File: src/hw/rtl/ovle_pkg.sv
// Shared types and constants for the ordered value list engine.
package ovle_pkg;

    localparam int CAPACITY_DEF   = 32;
    localparam int DATA_WIDTH_DEF = 32;

    typedef enum logic [1:0] {
        OP_INSERT  = 2'd0,
        OP_DELETE  = 2'd1,
        OP_MODIFY  = 2'd2,
        OP_DISPLAY = 2'd3
    } t_opcode;

    typedef enum logic [1:0] {
        ST_OK      = 2'd0,
        ST_EMPTY   = 2'd1,
        ST_MISSING = 2'd2,
        ST_FULL    = 2'd3
    } t_status;

    typedef enum logic [2:0] {
        S_IDLE,
        S_EXEC,
        S_LINK,
        S_WALK,
        S_RESP
    } t_state;

endpackage

File: src/hw/rtl/ovle_ram.sv
// Generic single-write, single-read synchronous RAM with registered read data.
module ovle_ram #(
    parameter int WIDTH = 32,
    parameter int DEPTH = 32
) (
    input  logic                     i_clk,
    input  logic                     i_we,
    input  logic [$clog2(DEPTH)-1:0] i_waddr,
    input  logic [WIDTH-1:0]         i_wdata,
    input  logic                     i_re,
    input  logic [$clog2(DEPTH)-1:0] i_raddr,
    output logic [WIDTH-1:0]         o_rdata
);

    logic [WIDTH-1:0] r_mem [DEPTH];
    logic [WIDTH-1:0] r_rdata;

    always_ff @(posedge i_clk) begin
        if (i_we) begin
            r_mem[i_waddr] <= i_wdata;
        end
        if (i_re) begin
            r_rdata <= r_mem[i_raddr];
        end
    end

    assign o_rdata = r_rdata;

endmodule

File: src/hw/rtl/ordered_value_list_engine.sv
// Top level of the ordered value list engine: slot pool list with insert, delete, modify, display.
//
// The block keeps an insertion-ordered circular list of up to CAPACITY signed values in two
// RAMs (values and next-slot links) with registered read data; head, tail, count and the
// free-slot map sit in flip-flops. One item is worked on at a time. Insert writes the value
// and its link in S_EXEC; on a non-empty list S_LINK then writes the old tail's link, and
// S_RESP hands the result to the output register. Delete and modify walk the list through
// the RAM read port at one entry per cycle. Display gives one result per cycle, slowed only
// by back pressure on the master side. Operations on an empty list and an insert into a full
// list go from S_EXEC straight to S_RESP. A finished result waits in an output register, so
// the next item is accepted while it is still being taken.
module ordered_value_list_engine #(
    parameter int CAPACITY   = ovle_pkg::CAPACITY_DEF,
    parameter int DATA_WIDTH = ovle_pkg::DATA_WIDTH_DEF
) (
    input  logic        i_clk,
    input  logic        i_rst_n,
    input  logic        s_axis_tvalid,
    output logic        s_axis_tready,
    input  logic [63:0] s_axis_tdata,  // [31:0] key, [63:32] replacement
    input  logic [1:0]  s_axis_tuser,  // [1:0] opcode
    output logic        m_axis_tvalid,
    input  logic        m_axis_tready,
    output logic [31:0] m_axis_tdata,  // [31:0] item
    output logic [1:0]  m_axis_tuser,  // [1:0] status
    output logic        m_axis_tlast
);

    import ovle_pkg::*;

    localparam int SW = (CAPACITY > 1) ? $clog2(CAPACITY) : 1;
    localparam int CW = $clog2(CAPACITY + 1);

    t_state                r_state, n_state;
    t_opcode               r_op, n_op;
    logic [DATA_WIDTH-1:0] r_key, n_key;
    logic [DATA_WIDTH-1:0] r_repl, n_repl;
    logic [SW-1:0]         r_head, n_head;
    logic [SW-1:0]         r_tail, n_tail;
    logic [CW-1:0]         r_count, n_count;
    logic [CAPACITY-1:0]   r_free, n_free;
    logic [SW-1:0]         r_cur, n_cur;
    logic [SW-1:0]         r_prev, n_prev;
    logic [CW-1:0]         r_idx, n_idx;
    logic [SW-1:0]         r_new, n_new;
    t_status               r_status, n_status;

    logic                  r_out_valid, n_out_valid;
    t_status               r_out_status, n_out_status;
    logic [31:0]           r_out_item, n_out_item;
    logic                  r_out_last, n_out_last;

    logic                  val_we, link_we, rd_en;
    logic [SW-1:0]         val_waddr, link_waddr, rd_addr;
    logic [DATA_WIDTH-1:0] val_wdata, rd_value;
    logic [SW-1:0]         link_wdata, rd_link;

    logic [CAPACITY-1:0]   free_low;
    logic [SW-1:0]         free_idx;
    logic                  out_free;
    logic                  walk_fin;

    ovle_ram #(
        .WIDTH (DATA_WIDTH),
        .DEPTH (CAPACITY)
    ) u_value_ram (
        .i_clk   (i_clk),
        .i_we    (val_we),
        .i_waddr (val_waddr),
        .i_wdata (val_wdata),
        .i_re    (rd_en),
        .i_raddr (rd_addr),
        .o_rdata (rd_value)
    );

    ovle_ram #(
        .WIDTH (SW),
        .DEPTH (CAPACITY)
    ) u_link_ram (
        .i_clk   (i_clk),
        .i_we    (link_we),
        .i_waddr (link_waddr),
        .i_wdata (link_wdata),
        .i_re    (rd_en),
        .i_raddr (rd_addr),
        .o_rdata (rd_link)
    );

    // Isolate the lowest free slot, then encode it.
    always_comb begin
        free_low = r_free & (~r_free + CAPACITY'(1));
        free_idx = '0;
        for (int i = 0; i < CAPACITY; i++) begin
            if (free_low[i]) begin
                free_idx = free_idx | SW'(i);
            end
        end
    end

    assign out_free = !r_out_valid || m_axis_tready;
    assign walk_fin = (r_idx + CW'(1)) == r_count;

    always_ff @(posedge i_clk) begin
        if (!i_rst_n) begin
            r_state     <= S_IDLE;
            r_head      <= '0;
            r_tail      <= '0;
            r_count     <= '0;
            r_free      <= '1;
            r_out_valid <= 1'b0;
        end else begin
            r_state     <= n_state;
            r_head      <= n_head;
            r_tail      <= n_tail;
            r_count     <= n_count;
            r_free      <= n_free;
            r_out_valid <= n_out_valid;
        end
    end

    always_ff @(posedge i_clk) begin
        r_op         <= n_op;
        r_key        <= n_key;
        r_repl       <= n_repl;
        r_cur        <= n_cur;
        r_prev       <= n_prev;
        r_idx        <= n_idx;
        r_new        <= n_new;
        r_status     <= n_status;
        r_out_status <= n_out_status;
        r_out_item   <= n_out_item;
        r_out_last   <= n_out_last;
    end

    always_comb begin
        n_state      = r_state;
        n_op         = r_op;
        n_key        = r_key;
        n_repl       = r_repl;
        n_head       = r_head;
        n_tail       = r_tail;
        n_count      = r_count;
        n_free       = r_free;
        n_cur        = r_cur;
        n_prev       = r_prev;
        n_idx        = r_idx;
        n_new        = r_new;
        n_status     = r_status;
        n_out_status = r_out_status;
        n_out_item   = r_out_item;
        n_out_last   = r_out_last;
        n_out_valid  = r_out_valid && !m_axis_tready;

        s_axis_tready = 1'b0;
        val_we        = 1'b0;
        val_waddr     = r_cur;
        val_wdata     = r_repl;
        link_we       = 1'b0;
        link_waddr    = r_prev;
        link_wdata    = rd_link;
        rd_en         = 1'b0;
        rd_addr       = rd_link;

        unique case (r_state)
            S_IDLE: begin
                s_axis_tready = 1'b1;
                if (s_axis_tvalid) begin
                    n_op    = t_opcode'(s_axis_tuser);
                    n_key   = DATA_WIDTH'(signed'(s_axis_tdata[31:0]));
                    n_repl  = DATA_WIDTH'(signed'(s_axis_tdata[63:32]));
                    n_state = S_EXEC;
                end
            end
            S_EXEC: begin
                if (r_op == OP_INSERT) begin
                    if (r_count == CW'(CAPACITY)) begin
                        n_status = ST_FULL;
                        n_state  = S_RESP;
                    end else begin
                        val_we             = 1'b1;
                        val_waddr          = free_idx;
                        val_wdata          = r_key;
                        link_we            = 1'b1;
                        link_waddr         = free_idx;
                        link_wdata         = (r_count == '0) ? free_idx : r_head;
                        n_free[free_idx]   = 1'b0;
                        n_new              = free_idx;
                        n_count            = r_count + CW'(1);
                        n_status           = ST_OK;
                        if (r_count == '0) begin
                            n_head  = free_idx;
                            n_tail  = free_idx;
                            n_state = S_RESP;
                        end else begin
                            n_state = S_LINK;
                        end
                    end
                end else if (r_count == '0) begin
                    n_status = ST_EMPTY;
                    n_state  = S_RESP;
                end else begin
                    rd_en   = 1'b1;
                    rd_addr = r_head;
                    n_cur   = r_head;
                    n_prev  = r_tail;
                    n_idx   = '0;
                    n_state = S_WALK;
                end
            end
            S_LINK: begin
                link_we    = 1'b1;
                link_waddr = r_tail;
                link_wdata = r_new;
                n_tail     = r_new;
                n_state    = S_RESP;
            end
            S_WALK: begin
                if (r_op == OP_DISPLAY) begin
                    if (out_free) begin
                        n_out_valid  = 1'b1;
                        n_out_status = ST_OK;
                        n_out_item   = 32'(signed'(rd_value));
                        n_out_last   = walk_fin;
                        if (walk_fin) begin
                            n_state = S_IDLE;
                        end else begin
                            rd_en  = 1'b1;
                            n_prev = r_cur;
                            n_cur  = rd_link;
                            n_idx  = r_idx + CW'(1);
                        end
                    end
                end else if (rd_value == r_key) begin
                    n_status = ST_OK;
                    n_state  = S_RESP;
                    if (r_op == OP_MODIFY) begin
                        val_we = 1'b1;
                    end else begin
                        n_free[r_cur] = 1'b1;
                        n_count       = r_count - CW'(1);
                        if (r_count == CW'(1)) begin
                            n_head = '0;
                            n_tail = '0;
                        end else begin
                            link_we = 1'b1;
                            if (r_cur == r_head) begin
                                n_head = rd_link;
                            end
                            if (r_cur == r_tail) begin
                                n_tail = r_prev;
                            end
                        end
                    end
                end else if (walk_fin) begin
                    n_status = ST_MISSING;
                    n_state  = S_RESP;
                end else begin
                    rd_en  = 1'b1;
                    n_prev = r_cur;
                    n_cur  = rd_link;
                    n_idx  = r_idx + CW'(1);
                end
            end
            S_RESP: begin
                if (out_free) begin
                    n_out_valid  = 1'b1;
                    n_out_status = r_status;
                    n_out_item   = '0;
                    n_out_last   = 1'b1;
                    n_state      = S_IDLE;
                end
            end
            default: begin
                n_state = S_IDLE;
            end
        endcase
    end

    assign m_axis_tvalid = r_out_valid;
    assign m_axis_tdata  = r_out_item;
    assign m_axis_tuser  = r_out_status;
    assign m_axis_tlast  = r_out_last;

endmodule

File: config.mk
export PLATFORM = sky130hd
export DESIGN_NAME = ordered_value_list_engine
export DESIGN_NICKNAME = d
export VERILOG_FILES = /design/src/hw/rtl/ovle_pkg.sv /design/src/hw/rtl/ovle_ram.sv /design/src/hw/rtl/ordered_value_list_engine.sv
export SDC_FILE = /design/constraint.sdc
export NUM_CORES = 2
export LEC_CHECK = 0
export ABC_AREA = 1
export ABC_CLOCK_PERIOD_IN_PS = 5300
export BUFFER_PORTS_ARGS = -buffer_cell sky130_fd_sc_hd__buf_4
export CAP_MARGIN = 20
export CORE_ASPECT_RATIO = 0.75
export CORE_MARGIN = 2
export CORE_UTILIZATION = 45
export CTS_BUF_LIST = sky130_fd_sc_hd__clkbuf_2
export DETAILED_ROUTE_END_ITERATION = 6
export GPL_TIMING_DRIVEN = 0
export PLACE_DENSITY = 0.72
export REMOVE_ABC_BUFFERS = 1
export SYNTH_ARGS = -nofsm -noshare
export SYNTH_HDL_FRONTEND = slang
export SYNTH_HIERARCHICAL = 1
export SYNTH_SLANG_ARGS = --single-unit
File: constraint.sdc
create_clock -name i_clk -period 5.3 [get_ports i_clk]
set_input_delay 1.06 -clock i_clk [delete_from_list [all_inputs] [get_ports i_clk]]
set_output_delay 1.06 -clock i_clk [all_outputs]
set_load 0.03 [all_outputs]
==> impl_metrics.tcl <==
set metrics [dict create \
    run_status "finished with violations" \
    violations "design-rule violations" \
    cts_sinks 1397 \
    placed_cells 7087 \
    path_max_fanout 110 \
    overflow 0 \
    slowest_delay_ns 0.37 \
    place_hpwl_um 97600 \
    p_int_w 0.0217 \
    area_growth_pct 15.1 \
    wl_um 171000 \
    routabilityCongestion 0.883 \
    whs_path_depth 2 \
    synth.avg_cell_area_um2 11.0 \
    hold_path_class "input port to flip-flop" \
    power_leakage_nw 26.4 \
    rows 115 \
    drv_slew 0 \
    synthCells 5387 \
    fin_skew_ns 0.205 \
    grtUsageTotal_pct 24.2 \
    reg2reg_from "r_count[0]" \
    max-vdd-ir-drop_uv 389 \
    antenna_found_initial 4 \
    arrival_ns 6.46 \
    power_density_mw_per_mm2 522 \
    synth_edf_count 1345 \
    max_cap_violations 0 \
    p_seq_share_pct 43.2 \
    p_total_w 0.0358 \
    max_clock_freq_mhz 194 \
    netSwitchingPower_w 0.0141 \
    worst_path_most_repeated_cell "nand2_1" \
    cp-start-kind "flip-flop" \
    cp_cell_sequence "inv_1 -> ha_1 -> nand2_4 -> nor3_4 -> nor2_4 -> buf_4 -> o21ai_4 -> buf_12 -> buf_16 -> buf_12 -> buf_16 -> buf_12 -> buf_12 -> inv_16 -> buf_16 -> buf_16 -> nand2_1 -> nand3_1 -> nand3_1 -> nand2_1 -> nand2_1 -> nand2_1 -> nand2_1 -> nand2_1" \
    cts_buffers 351 \
    slowest_stage "dfxtp_1" \
    nFillCells 10900 \
    swShare_pct 39.4 \
    utilization_pct 52.2 \
    min-delay-start "s_axis_tdata[53]" \
    register_area_mm2 0.0414 \
    ys.flop_type "edfxtp_1" \
    nets 5897 \
    yosysWarnings 6 \
    dpl_cell_area_mm2 0.0638 \
    stdcell_area_mm2 0.0685 \
    vias_per_cell 5.63 \
    drtPass1Iterations 7 \
    power_frac_comb_pct 36.6 \
    crit_required_ns 6.61 \
    worst_pin_slew_ns 1.02 \
    synth-seq-area-share_pct 69.6 \
    synthDistinctLibCells 54 \
    h-tree-depth 5 \
    coreArea_mm2 0.131 \
    die_y_um 319 \
    pwr-share-clk_pct 20.2 \
    design.die.area_mm2 0.135 \
    end_kind "flip-flop" \
    finalHoldViolCount 0 \
    grt_max_degree 110 \
    hold_end "r_repl[21]" \
    num_vias 44100 \
    root_buffer "clkbuf_2" \
    finalSetupViolations 0 \
    stdcell_count 7821 \
    clockBufferDepth 4 \
    drt_iter0_markers 6433 \
    clkTransAtPathRegs_ns 0.13 \
    async_flop_share_pct 0 \
    reg2reg_depth 24 \
    wl_per_cell_um 21.8 \
    ant_nets 0 \
    ys_ff_latch 1397 \
    max_slew_margin_pct 32.2 \
    grt_pass1_wl_um 250000 \
    multiInputGateArea_mm2 0.0159 \
    syn_area_mm2 0.0595 \
    rrSetupSlack_ns 0.15 \
    drive_gt1_share_pct 16.1 \
    die_w_um 424 \
    start_util_pct 45.3 \
    cts_tree "done" \
    worst_skew_pair.late_latency_ns 1.63 \
    r2r_end "u_value_ram/o_rdata[12]" \
    drc 28 \
    grt_pass1_vias 41700 \
    critPathKind "flip-flop to flip-flop" \
    setup.worst_path.start "r_count[0]" \
    min_period_over_period_pct 97.1 \
    min_period_ns 5.15 \
    port_buffers 106 \
    io_pins 107 \
]
[power groups by stage]
stage / clock [W] / sequential, W / combinational, W
6_report: 0.00722 / 0.0155 / 0.0131
3_3_place_gp: 0 / 0.0160 / 0.00918
5_1_grt: 0.00785 / 0.0155 / 0.0141
3_5_place_dp: 0 / 0.0157 / 0.0124
4_1_cts: 0.00727 / 0.0154 / 0.0126
2_1_floorplan: 0 / 0.0157 / 0.00737
[cells in the final DEF, fill, tap and decap left out, drive strengths merged, types with 4 or more instances in the layout]
cell type / Yosys / layout
dfxtp: 52 / 52
bufinv: 0 / 9
nand2: 1971 / 1971
a21oi: 40 / 40
nor3: 12 / 12
clkbuf: 50 / 504
inv: 190 / 194
o31ai: 7 / 7
edfxtp: 1345 / 1345
clkinv: 3 / 78
xnor2: 5 / 5
diode: 0 / 4
ha: 4 / 4
o21bai: 7 / 7
o211ai: 4 / 4
nand3: 1024 / 1024
xor2: 10 / 10
buf: 242 / 301
dlygate4sd3: 0 / 70
nand4: 62 / 62
nor2: 229 / 229
o21ai: 99 / 100
or2: 6 / 6
[logic make-up (layout without fill, tap and decap cells)]
logic type | Yosys count | in the layout | share of synthesized area, %
simple gates | 3310 | 3310 | 23.8
flops | 1397 | 1397 | 69.6
buf+inv | 485 | 1159 | 4.56
compound gates | 175 | 176 | 1.67
xor+xnor | 16 | 16 | 0.259
fa+ha+maj | 4 | 4 | 0.0841
other cells | 0 | 4 | 0
[synthesized netlist by cell type, types with 2 or more instances]
master / count / area (um2)
a211oi_1: 2 / 15.0
a21oi_1: 39 / 195
a22oi_1: 2 / 15.0
a31oi_1: 3 / 18.8
buf_1: 19 / 71.3
buf_2: 109 / 546
buf_4: 34 / 255
buf_6: 77 / 867
buf_8: 3 / 45.0
clkbuf_1: 46 / 173
clkbuf_2: 4 / 20.0
clkinv_1: 3 / 11.3
dfxtp_1: 52 / 1040
edfxtp_1: 1345 / 40400
ha_1: 4 / 50.1
inv_1: 176 / 661
inv_2: 11 / 41.3
nand2_1: 1954 / 7330
nand2_2: 13 / 81.3
nand2_4: 4 / 45.0
nand3_1: 1020 / 5100
nand3_2: 4 / 40.0
nand3b_1: 3 / 22.5
nand4_1: 62 / 388
nor2_1: 206 / 773
nor2_2: 11 / 68.8
nor2_4: 11 / 124
nor3_1: 8 / 40.0
nor3_4: 3 / 48.8
o2111ai_1: 2 / 17.5
o211ai_1: 4 / 30.0
o21ai_0: 98 / 490
o21bai_1: 7 / 52.6
o221ai_1: 2 / 17.5
o22ai_1: 3 / 18.8
o31ai_1: 7 / 52.6
or2_2: 6 / 37.5
xnor2_1: 5 / 43.8
xor2_1: 10 / 87.6
[metal layers]
layer	share of wire, %	wire, um	up-vias	global-route usage [%]
li1	-	-	19700	-
met1	36	61400	20800	30.5
met2	46	79400	2920	38.3
met3	11	19000	667	5.05
met4	6.5	11100	2	15.1
met5	0.0064	11	-	0
[flip-flops by register name, summed over array words and instances, names as in the netlist, 2 cells and up]
signal / count
u_value_ram/o_rdata: 32
u_value_ram/r_mem: 1024
r_state: 3
r_count: 6
m_axis_tuser: 2
r_key: 32
r_tail: 5
r_head: 5
u_link_ram/r_mem: 160
r_repl: 32
r_free: 32
r_new: 5
m_axis_tdata: 32
r_op: 2
r_prev: 5
r_status: 2
r_idx: 6
u_link_ram/o_rdata: 5
r_cur: 5
[metrics by stage]
step,hold WS (ns),TNS [ns],setup slack [ns]
6_report,0.181,0,0.153
5_1_grt,0.0464,-0.00400,-0.00400
4_1_cts,0.0746,-0.00429,-0.00429
3_5_place_dp,0.461,-285.02,-0.536
3_3_place_gp,0.456,-7187.57,-92.60
2_1_floorplan,0.442,-1548.76,-43.34
[repair_timing]
item / in CTS / in global routing
setup endpoints to repair: 961 / 300
pin swaps: 16 / 15
endpoints found under the hold margin: 128 / 0
cloned: 3 / 2
buffers inserted: 26 / 34
hold buffers: 70 / 0
gates resized for setup: 1 / 2
[worst max-delay path by stage]
stage | endpoint | cells past startpoint
floorplan | u_value_ram/o_rdata[10] | 15
global placement | u_value_ram/o_rdata[30] | 15
detailed placement | u_value_ram/r_mem[24][15] | 12
CTS | u_value_ram/r_mem[28][17] | 12
global route | u_value_ram/o_rdata[12] | 27
finish | u_value_ram/o_rdata[12] | 24
[worst max-delay path: cells and delay by family, from the launching register on]
kind            cells  cell delay [ns]
simple gates       11             1.25
fa+ha+maj           1             0.29
flops               1             0.37
buf+inv            11             2.35
compound gates      1             0.35
[area by class of cell]
cell class	instances	share of cell area, %
Clock inverter	90	0.860
Tap cell	1755	3.21
Inverter	193	1.12
Timing Repair Buffer	374	7.51
Multi-Input combinational cell	3506	23.2
Sequential cell	1397	60.5
Antenna cell	4	0.0146
Clock buffer	502	3.67
Note: power is estimated with default switching activity, not from simulation.
